`config.mk`:
```
export PLATFORM = sky130hd
export DESIGN_NAME = sorted_timer_expiry_queue_unit
export DESIGN_NICKNAME = d
export VERILOG_FILES = /design/src/rtl/stq_pkg.sv /design/src/rtl/stq_front.sv /design/src/rtl/stq_back.sv /design/src/rtl/sorted_timer_expiry_queue_unit.sv
export VERILOG_INCLUDE_DIRS = /design/src /design/src/rtl
export SDC_FILE = /design/constraint.sdc
export NUM_CORES = 2
export LEC_CHECK = 0
export BUFFER_PORTS_ARGS = -buffer_cell sky130_fd_sc_hd__clkbuf_2
export CORE_ASPECT_RATIO = 0.8
export CORE_UTILIZATION = 55
export DETAILED_ROUTE_END_ITERATION = 16
export GPL_TIMING_DRIVEN = 0
export PLACE_DENSITY = 0.86
export SETUP_SLACK_MARGIN = 0.05
export SYNTH_ARGS = -nofsm -noshare
export SYNTH_HDL_FRONTEND = slang
export SYNTH_SLANG_ARGS = --single-unit
```
`constraint.sdc`:
```
create_clock -name i_clk -period 5.35 [get_ports i_clk]
set_clock_uncertainty 0.1 [all_clocks]
set_input_delay 0.8025 -clock i_clk [delete_from_list [all_inputs] [get_ports i_clk]]
set_output_delay 0.8025 -clock i_clk [all_outputs]
set_load 0.01 [all_outputs]
```
`src/rtl/sorted_timer_expiry_queue_unit_defines.svh`:
```
// ----------------------------------------------------------------------------
// Assertion macros for the sorted timer expiry queue
// Shared same-cycle and next-cycle implication checks on i_clk.
// ----------------------------------------------------------------------------
`ifndef SORTED_TIMER_EXPIRY_QUEUE_UNIT_DEFINES_SVH
`define SORTED_TIMER_EXPIRY_QUEUE_UNIT_DEFINES_SVH

// same-cycle implication
`define STQ_ASSERT_IMP(label, a, b, msg) \
    label: assert property (@(posedge i_clk) disable iff (!i_rst_n) (a) |-> (b)) \
        else $error(msg);

// next-cycle implication
`define STQ_ASSERT_NXT(label, a, b, msg) \
    label: assert property (@(posedge i_clk) disable iff (!i_rst_n) (a) |=> (b)) \
        else $error(msg);

`endif

```
`src/rtl/stq_pkg.sv`:
```
// ----------------------------------------------------------------------------
// stq_pkg
// Types and constants of the sorted timer expiry queue.
// ----------------------------------------------------------------------------
`default_nettype none

package stq_pkg;

    localparam int DEPTH   = 16;
    localparam int CNT_W   = $clog2(DEPTH + 1);
    localparam int HND_W   = 8;
    localparam int TIME_W  = 32;

    typedef enum logic [1:0] {
        MODE_ADD    = 2'd0,
        MODE_ADJUST = 2'd1,
        MODE_DELETE = 2'd2,
        MODE_TICK   = 2'd3
    } t_mode;

    typedef enum logic [1:0] {
        ST_EXPIRED = 2'd0,
        ST_REJECT  = 2'd1,
        ST_UNKNOWN = 2'd2
    } t_status;

    typedef struct packed {
        t_mode              mode;
        logic [HND_W-1:0]   handle;
        logic [TIME_W-1:0]  expiry;
        logic [TIME_W-1:0]  now_time;
    } t_req;

    typedef enum logic [2:0] {
        S_IDLE,
        S_ADD,
        S_REMOVE,
        S_INSERT,
        S_TICK
    } t_state;

endpackage

`default_nettype wire

```
`src/rtl/stq_front.sv`:
```
// ----------------------------------------------------------------------------
// stq_front
// Two-entry request queue between the input channel and the table sequencer.
// ----------------------------------------------------------------------------
`default_nettype none

module stq_front (
    input  wire logic          i_clk,
    input  wire logic          i_rst_n,
    input  wire logic          i_in_valid,
    output logic               o_in_stall,
    input  wire stq_pkg::t_req i_req,
    output logic               o_req_valid,
    output stq_pkg::t_req      o_req,
    input  wire logic          i_pop
);

    stq_pkg::t_req r_buf [2];
    logic          r_wr_ptr, r_rd_ptr;
    logic [1:0]    r_fill;
    logic          push, pop;

    assign o_in_stall  = (r_fill == 2'd2);
    assign push        = i_in_valid && !o_in_stall;
    assign o_req_valid = (r_fill != 2'd0);
    assign pop         = i_pop && o_req_valid;
    assign o_req       = r_buf[r_rd_ptr];

    always_ff @(posedge i_clk) begin
        if (!i_rst_n) begin
            r_wr_ptr <= 1'b0;
            r_rd_ptr <= 1'b0;
            r_fill   <= 2'd0;
        end else begin
            if (push) r_wr_ptr <= !r_wr_ptr;
            if (pop)  r_rd_ptr <= !r_rd_ptr;
            r_fill <= r_fill + {1'b0, push} - {1'b0, pop};
        end
    end

    always_ff @(posedge i_clk) begin
        if (push) r_buf[r_wr_ptr] <= i_req;
    end

endmodule

`default_nettype wire

```
`src/rtl/stq_back.sv`:
```
// ----------------------------------------------------------------------------
// stq_back
// Sorted timer table with its sequencer and the result register.
// ----------------------------------------------------------------------------
`default_nettype none
`include "sorted_timer_expiry_queue_unit_defines.svh"

module stq_back (
    input  wire logic                        i_clk,
    input  wire logic                        i_rst_n,
    input  wire logic                        i_req_valid,
    input  wire stq_pkg::t_req               i_req,
    output logic                             o_pop,
    output logic                             o_out_valid,
    input  wire logic                        i_out_stall,
    output logic [stq_pkg::HND_W-1:0]        o_out_handle,
    output logic [1:0]                       o_status,
    output logic                             o_last
);

    localparam int D = stq_pkg::DEPTH;

    stq_pkg::t_state             r_state, n_state;
    stq_pkg::t_req               r_req;
    logic [stq_pkg::TIME_W-1:0]  r_exp [D];
    logic [stq_pkg::HND_W-1:0]   r_hnd [D];
    logic [stq_pkg::CNT_W-1:0]   r_count;
    logic                        r_out_valid;
    logic [stq_pkg::HND_W-1:0]   r_out_handle;
    stq_pkg::t_status            r_status;
    logic                        r_last;

    logic [D-1:0] vld, match, lt, pre;
    logic         found, full, out_free, expired, tick_last;
    logic         ins_en, rem_en, shl_all, emit;
    stq_pkg::t_status emit_status;
    logic         emit_last;
    logic [stq_pkg::HND_W-1:0] emit_handle;

    always_comb begin
        for (int i = 0; i < D; i++) begin
            vld[i]   = (stq_pkg::CNT_W'(i) < r_count);
            match[i] = vld[i] && (r_hnd[i] == r_req.handle);
            lt[i]    = vld[i] && (r_exp[i] <= r_req.expiry);
        end
        pre[0] = match[0];
        for (int i = 1; i < D; i++) pre[i] = pre[i-1] | match[i];
    end

    assign found     = |match;
    assign full      = (r_count == stq_pkg::CNT_W'(D));
    assign out_free  = !r_out_valid || !i_out_stall;
    assign expired   = (r_count != '0) && (r_req.now_time >= r_exp[0]);
    assign tick_last = (r_count == stq_pkg::CNT_W'(1)) || (r_req.now_time < r_exp[1]);

    // outputs of the sequencer
    always_comb begin
        o_pop       = 1'b0;
        ins_en      = 1'b0;
        rem_en      = 1'b0;
        shl_all     = 1'b0;
        emit        = 1'b0;
        emit_status = stq_pkg::ST_EXPIRED;
        emit_last   = 1'b1;
        emit_handle = r_req.handle;
        unique case (r_state)
            stq_pkg::S_IDLE:   o_pop = i_req_valid;
            stq_pkg::S_ADD: begin
                if (full || found) begin
                    emit        = out_free;
                    emit_status = stq_pkg::ST_REJECT;
                end else begin
                    ins_en = 1'b1;
                end
            end
            stq_pkg::S_REMOVE: begin
                if (!found) begin
                    emit        = out_free;
                    emit_status = stq_pkg::ST_UNKNOWN;
                end else begin
                    rem_en = 1'b1;
                end
            end
            stq_pkg::S_INSERT: ins_en = 1'b1;
            stq_pkg::S_TICK: begin
                if (expired && out_free) begin
                    emit        = 1'b1;
                    shl_all     = 1'b1;
                    emit_handle = r_hnd[0];
                    emit_last   = tick_last;
                end
            end
            default: ;
        endcase
    end

    // next state
    always_comb begin
        n_state = r_state;
        unique case (r_state)
            stq_pkg::S_IDLE: begin
                if (i_req_valid) begin
                    unique case (i_req.mode)
                        stq_pkg::MODE_ADD:  n_state = stq_pkg::S_ADD;
                        stq_pkg::MODE_TICK: n_state = stq_pkg::S_TICK;
                        default:            n_state = stq_pkg::S_REMOVE;
                    endcase
                end
            end
            stq_pkg::S_ADD:    if (ins_en || emit) n_state = stq_pkg::S_IDLE;
            stq_pkg::S_REMOVE: begin
                if (rem_en)
                    n_state = (r_req.mode == stq_pkg::MODE_ADJUST) ?
                              stq_pkg::S_INSERT : stq_pkg::S_IDLE;
                else if (emit)
                    n_state = stq_pkg::S_IDLE;
            end
            stq_pkg::S_INSERT: n_state = stq_pkg::S_IDLE;
            stq_pkg::S_TICK:   if (!expired || (emit && emit_last)) n_state = stq_pkg::S_IDLE;
            default:           n_state = stq_pkg::S_IDLE;
        endcase
    end

    always_ff @(posedge i_clk) begin
        if (!i_rst_n) begin
            r_state     <= stq_pkg::S_IDLE;
            r_count     <= '0;
            r_out_valid <= 1'b0;
        end else begin
            r_state <= n_state;
            if (ins_en)
                r_count <= r_count + stq_pkg::CNT_W'(1);
            else if (rem_en || shl_all)
                r_count <= r_count - stq_pkg::CNT_W'(1);
            if (emit)
                r_out_valid <= 1'b1;
            else if (!i_out_stall)
                r_out_valid <= 1'b0;
        end
    end

    always_ff @(posedge i_clk) begin
        if (o_pop) r_req <= i_req;
        if (emit) begin
            r_out_handle <= emit_handle;
            r_status     <= emit_status;
            r_last       <= emit_last;
        end
        for (int i = 0; i < D; i++) begin
            if (ins_en && !lt[i]) begin
                // place the new timer after every entry not later than it
                if (i == 0 || lt[(i > 0) ? i-1 : 0]) begin
                    r_exp[i] <= r_req.expiry;
                    r_hnd[i] <= r_req.handle;
                end else begin
                    r_exp[i] <= r_exp[(i > 0) ? i-1 : 0];
                    r_hnd[i] <= r_hnd[(i > 0) ? i-1 : 0];
                end
            end else if ((rem_en && pre[i]) || shl_all) begin
                if (i < D-1) begin
                    r_exp[i] <= r_exp[(i < D-1) ? i+1 : i];
                    r_hnd[i] <= r_hnd[(i < D-1) ? i+1 : i];
                end
            end
        end
    end

    assign o_out_valid  = r_out_valid;
    assign o_out_handle = r_out_handle;
    assign o_status     = r_status;
    assign o_last       = r_last;

    `STQ_ASSERT_IMP(a_count_bound, 1'b1, r_count <= stq_pkg::CNT_W'(D), "entry count above depth")
    `STQ_ASSERT_NXT(a_ins_count, ins_en, r_count == $past(r_count) + stq_pkg::CNT_W'(1), "insert lost")
    `STQ_ASSERT_IMP(a_no_ins_full, ins_en, !full, "insert into full table")
    `STQ_ASSERT_IMP(a_tick_status, shl_all, emit_status == stq_pkg::ST_EXPIRED, "tick status wrong")

endmodule

`default_nettype wire

```
`src/rtl/sorted_timer_expiry_queue_unit.sv`:
```
// ----------------------------------------------------------------------------
// sorted_timer_expiry_queue_unit
// Timer queue sorted by expiry: add, adjust, delete and tick requests.
// ----------------------------------------------------------------------------
// Channel  Direction  Handshake                Payload
// in       input      i_in_valid / o_in_stall  i_mode i_handle i_expiry i_now_time
// out      output     o_out_valid / i_out_stall o_out_handle o_status o_last
//
// Add and delete pass through the add or remove state of the sequencer, adjust
// through remove then insert; a tick retires expired timers in order, each as the output is free.
// A two-entry request queue lets requests arrive while the sequencer works.
// Reset is synchronous and empties the table; cell contents are not cleared.
// A stalled result holds the sequencer only when it has another to deliver.
// ----------------------------------------------------------------------------
`default_nettype none

module sorted_timer_expiry_queue_unit (
    input  wire logic                        i_clk,
    input  wire logic                        i_rst_n,
    input  wire logic                        i_in_valid,
    output logic                             o_in_stall,
    input  wire logic [1:0]                  i_mode,
    input  wire logic [stq_pkg::HND_W-1:0]   i_handle,
    input  wire logic [stq_pkg::TIME_W-1:0]  i_expiry,
    input  wire logic [stq_pkg::TIME_W-1:0]  i_now_time,
    output logic                             o_out_valid,
    input  wire logic                        i_out_stall,
    output logic [stq_pkg::HND_W-1:0]        o_out_handle,
    output logic [1:0]                       o_status,
    output logic                             o_last
);

    stq_pkg::t_req in_req, q_req;
    logic          q_valid, q_pop;

    always_comb begin
        in_req.mode     = stq_pkg::t_mode'(i_mode);
        in_req.handle   = i_handle;
        in_req.expiry   = i_expiry;
        in_req.now_time = i_now_time;
    end

    stq_front u_front (
        .i_clk       (i_clk),
        .i_rst_n     (i_rst_n),
        .i_in_valid  (i_in_valid),
        .o_in_stall  (o_in_stall),
        .i_req       (in_req),
        .o_req_valid (q_valid),
        .o_req       (q_req),
        .i_pop       (q_pop)
    );

    stq_back u_back (
        .i_clk        (i_clk),
        .i_rst_n      (i_rst_n),
        .i_req_valid  (q_valid),
        .i_req        (q_req),
        .o_pop        (q_pop),
        .o_out_valid  (o_out_valid),
        .i_out_stall  (i_out_stall),
        .o_out_handle (o_out_handle),
        .o_status     (o_status),
        .o_last       (o_last)
    );

endmodule

`default_nettype wire

```
# --- Yosys cells after proc, flatten, opt, wreduce, memory -nomap -nowiden ---
# Memories as Yosys holds them, arrays and structs flattened. A register that Yosys moved wholly into a read port is not among the register bits.
# Index checks and enable logic that the tools add are counted.
totals:
  ff_bits: 98
  mem_bits_rw: 788
  in_bits: 78
  output_inout_bits: 13
  word_cells: 506
  memories: 3
memory_table:
  columns: ["memory", "words", "width", "read_ports", "rd_ports_with_merged_regs", "write_ports", "line", "source"]
  rows:
  - ["u_back.r_exp", 16, 32, 16, 0, 16, "stq_back.sv:25", "logic [stq_pkg::TIME_W-1:0] r_exp [D];"]
  - ["u_front.r_buf", 2, 74, 1, 1, 1, "stq_front.sv:18", "stq_pkg::t_req r_buf [2];"]
  - ["u_back.r_hnd", 16, 8, 16, 0, 16, "stq_back.sv:26", "logic [stq_pkg::HND_W-1:0] r_hnd [D];"]
classes:
  add_sub_neg: 4
  n_lt_le_gt_ge: 34
  eq_ne: 30
  mux: 230
  bitwise: 74
  reduce_logical: 118
ops:
  columns: ["operator", "n"]
  rows:
  - ["$mux 32", 30]
  - ["$le 32x32->1", 16]
  - ["$mux 8", 32]
  - ["$mux 1", 154]
  - ["$eq 8x8->1", 16]
  - ["$or 1x1->1", 74]
  - ["$logic_and 1x1->1", 68]
  - ["$lt 4x5->1 const A", 8]
  - ["$ge 32x32->1", 1]
  - ["$lt 32x32->1", 1]
  - ["$logic_not 1->1", 22]
  - ["$logic_or 1x1->1", 21]
  - ["$lt 3x5->1 const A", 4]
  - ["$reduce_or 16->1", 1]
  - ["$mux 3", 5]
  - ["$pmux 3 s4", 1]
  - ["$lt 1x5->1 const A", 2]
  - ["$lt 2x5->1 const A", 2]
  - ["$mux 5", 2]
  - ["$ne 2x1->1 const B", 4]
  - ["$eq 3x2->1 const B", 2]
  - ["$pmux 3 s2", 1]
  - ["$add 5x1->5 const B", 1]
  - ["$eq 5x1->1 const B", 1]
  - ["18 further kinds", 21]

# --- Depth between registers and ports, before layout ---
# An unclocked memory read counts as a cell.
depth:
  depth_word: 23
  depth_mapped: 15
  mapped_depth_nobuf: 11

# --- Cells and area by module ---
# From an unflattened synthesis, not the netlist that was laid out.
hier_totals:
  cells_unflattened: 4636
  hier_area_um2: 54693.7
by_module_without_submodules:
  columns: ["module", "instances", "cells_per_inst", "area_each_um2", "seq_area_each_um2"]
  rows:
  - ["stq_back", 1, 4379, 48870.6, 21951.1]
  - ["stq_front", 1, 257, 5823.1, 4544.4]

# --- Least setup slack after synthesis ---
# OpenSTA, ideal clock, no wires.
synth_path:
  kind: "flip-flop to flip-flop"
  startpoint: "register u_back.r_state[2]"
  endpoint: "register u_front.r_fill[1]"
  setup_ns: 0.117
  arrival_ns: 5.279
  required_time_ns: 5.133
  setup_slack_ns: -0.146
  path_stages_with_launch: 9
  n_path_buf: 0
  synth_period_minus_slack_ns: 5.496
  path_cell_list: "dfxtp_1 nor3_1 nor2b_1 ha_1 inv_1 ha_1 xor2_1 xnor2_1 nor2_1"
synth_between:
  elab_chain_cells: 4
synth_rtl:
  columns: ["element", "line", "source"]
  rows:
  - ["start, declared", "stq_back.sv:23", "stq_pkg::t_state r_state, n_state;"]
  - ["start signal, assigned", "stq_back.sv:126", "r_state <= stq_pkg::S_IDLE;"]
  - ["start signal, assigned", "stq_back.sv:130", "r_state <= n_state;"]
  - ["$logic_not 3->1", "stq_back.sv:66", "unique case (r_state)"]
  - ["$mux 1", "stq_back.sv:66", null]
  - ["via q_pop", "sorted_timer_expiry_queue_unit.sv:34", "logic q_valid, q_pop;"]
  - ["$logic_and 1x1->1", "stq_front.sv:26", "assign pop = i_pop && o_req_valid;"]
  - ["$sub 2x1->2", "stq_front.sv:37", "r_fill <= r_fill + {1'b0, push} - {1'b0, pop};"]
  - ["end signal, assigned", "stq_front.sv:37", null]
  - ["end, declared", "stq_front.sv:20", "logic [1:0] r_fill;"]
# The timed path passes the listed nets, and every way through them passes these cells.
# A chain may end at the register's enable or synchronous reset.

==> results.md <==
- Setup CP Type: reg -> reg
- Critical Path End Type: flop
- Final setup viols: 8
- Mapped Cells: approximately 4.6k
- VDD IR max: 0.338 mV
- CTS tree: built
- I/O Buffers: 89
- Area contributors post-synth: edfxtp_1 (48%), ha_1 (13%), a221o_1 (5.0%)
- Post-synth top area share: 47.9%
- Cell Area, Placed: 0.0574 mm²
- Via count: around 45k
- Die Ht: 284 µm
- Post-layout worst setup margin: -0.0818 ns
- Cell accounting for the most synthesized area: edfxtp_1
- Clock sink total: 887
- Largest net degree at the start of global routing: 61
- Hold slack final: between 0.15 and 0.2 ns
- Post-Route WL: 181000 µm
- HPWL after DPL: 133000 µm
- Startpoint Class: flop
- Initial antenna violation count: 6
- Vias in the first global route: 43.0k
- Worst-Skew Late Latency: 0.71 ns
- H-tree depth reported by CTS: 3
- Slew @ Worst Pin: 1.17 ns
- Power Dens Cells: ~540 mW/mm²
- Vias per cell: 7.21
- Violated checks: negative setup slack
- First-pass GRT wire length: ~270000 µm
- Critical R2R Launch: u_back.r_req[48]$_DFFE_PP_
- Gpl congestion: 0.994
- Crit share post-route: 102%
- Ys Warns: 0
- Distinct cells, synth: between 80 and 90
- Num CTS Buffers: 87
- Status: complete, but fails checks
- Design Area, Final: ~0.06 mm²
- Flops & latches, synth: 887
- Layout cells sized above 1: 13.9%
- Hold path startpoint: i_handle[5]
- CTS Buffer Depth: 3
- Async SR Flop Fraction: 0%
- Post-Synthesis Mean Instance Area: 11.8 µm²
- Starting Density: 55.5%
- DRT Pass-1 Iters: 9
- Worst-path clk slew: 0.07 ns
- Register area share after synthesis: 48.4%
- Max Slew Vio Count: 0
- Post-Place Cells: between 6k and 7k
- Leakage power: roughly 23 nW
- Worst slack at placement: -0.669 ns
- Die width: roughly 350 µm
- Critical Path RT: 5.64 ns
- Final #Nets: 5526
- Number of cell rows: 103
- Grt ovf: 0
- Critical Path AT: 5.72 ns
- Max-cap violations: 0
- RSZ-0062 raised after global routing: true
- Worst rel slew slack: ~22%
- CP max FO: 22
- Final hold vios: 0
- Minimum clock period: 5.43 ns
- Post-synth EDFFs: 873
- Total Routing Usage GR: 34.4%
- Non-filler cells in the finished layout: 6249
- DRT iter0 DRCs: 7996
- Post-route antenna net violation count: 0
- Area growth, synth to finish: 11.1%
- Primary FF master, synth: edfxtp_1
- FMAX: ~0.18 GHz
- I/O pins: a little over 90
- CORE AREA: 0.0987 mm²
- Cell area after synthesis: 0.0548 mm²
- Crit path launch: u_back.r_req[48]$_DFFE_PP_
- Core utilization of the finished layout: 61.6%
- CTS Hold Bufs: 0
- DIE AREA: 0.101 mm²
- WL per Instance: 29.0 µm
- Mapped Nets: between 5k and 6k
- Root Buffer: clkbuf_16
- Hold WC Path Type: in -> reg
- DRC: 0
==> worst paths after layout <==
kind | endpoint | slack, ns | cells after the start
worst min register to register | u_back.r_state[0]$_SDFFE_PN0P_ | 0.40 | 2
worst max-delay path | u_back.r_exp[1][121]$_DFFE_PP_ | -0.08 | 13
worst min-delay path | u_front.r_buf[0][69]$_DFFE_PP_ | 0.18 | 1
worst max register to register | u_back.r_exp[1][121]$_DFFE_PP_ | -0.08 | 13
==> synthesized netlist by cell type (102+ instances only) <==
cell and instances:
nand2_1 261, edfxtp_1 873, a221o_1 272, clkbuf_1 162
a21oi_1 148, mux2_2 205, inv_1 152, nor3_1 145
and2_1 166, o21ai_0 229, nor2_1 136, mux2i_1 111
ha_1 583, nand3_1 102, nand4_1 112, o31ai_1 104
==> through the flow <==
stage	total power [mW]	TNS (ns)
6_report	32.9	-0.238
5_1_grt	34.2	-0.0884
4_1_cts	31.9	0
3_5_place_dp	25.2	-101.54
3_3_place_gp	24.3	-853.49
2_1_floorplan	20.6	0
==> kinds of logic (layout without fill, tap and decap cells) <==
family                   count (synthesis)  in the layout  synth area share (%)
AO/OA/AOI/OAI                         1209           1212                  16.5
XOR/XNOR                               134            134                  2.14
adder cells (fa/ha/maj)                583            583                  13.3
buffers and inverters                  447            743                  3.47
flip-flops                             887            887                  48.4
multiplexers                           317            317                  6.27
other                                    0              2                     0
AND/OR/NAND/NOR                       1059           1059                  9.92
==> repair_timing <==
action	in CTS	in global routing
pin swaps	1	1
setup endpoints to repair	494	723
buffers inserted	4	17
gates resized for setup	18	55
cloned	1	9
==> metal layers <==
metal | share of wire (%) | global-route usage [%] | up-vias
met5 | 0.040 | 0 | -
met4 | 3.8 | 10.9 | 8
met3 | 17 | 13.3 | 580
met2 | 41 | 48.0 | 4014
met1 | 38 | 48.9 | 21609
li1 | - | - | 18860
==> flip-flops by register name (all words and copies together), names as in the netlist, 3 cells and up, named ones only <==
register	flops
u_back.r_exp	512
u_front.r_buf	148
u_back.r_hnd	128
u_back.r_req	74
u_back.o_out_handle	8
u_back.r_count	5
u_back.r_state	3
==> report_power, final <==
part | total [mW] | switching [mW] | internal (mW)
clock network | 6.65 | 2.99 | 3.65
registers | 11.4 | 1.21 | 10.2
logic | 14.9 | 9.01 | 5.86
==> layout by cell type, fill, tap and decap left out, types with 104 or more instances in the layout <==
cell / count
a21oi_1: 144
a221o_1: 272
and2_1: 166
clkbuf_1: 175
edfxtp_1: 873
ha_1: 583
inv_1: 139
mux2_2: 205
mux2i_1: 111
nand2_1: 260
nand4_1: 112
nor2_1: 134
nor3_1: 144
o21ai_0: 226
o31ai_1: 104
==> worst max-delay path, stage by stage (launching register included) <==
cell      delay (ns)
edfxtp_1        0.53
inv_1           0.81
ha_1            0.29
a211oi_1        0.07
o21ai_0         0.28
a211oi_1        0.17
o31ai_1         0.68
o21ai_0         0.21
nor2_1          0.45
o21ai_2         0.19
nor2_1          0.34
buf_2           0.33
clkbuf_1        0.48
o31ai_1         0.17
==> layout make-up <==
cell class	instances	area, µm²
Timing Repair inverter	7	35.0
Fill cell	7526	37900
Timing Repair Buffer	130	1050
Inverter	153	623
Clock buffer	110	2290
Tap cell	1312	1640
Antenna cell	2	5.00
Clock inverter	49	637
Multi-Input combinational cell	3305	26700
Sequential cell	887	26500
Buffer	294	1340
(Power assumes the default switching activity.)
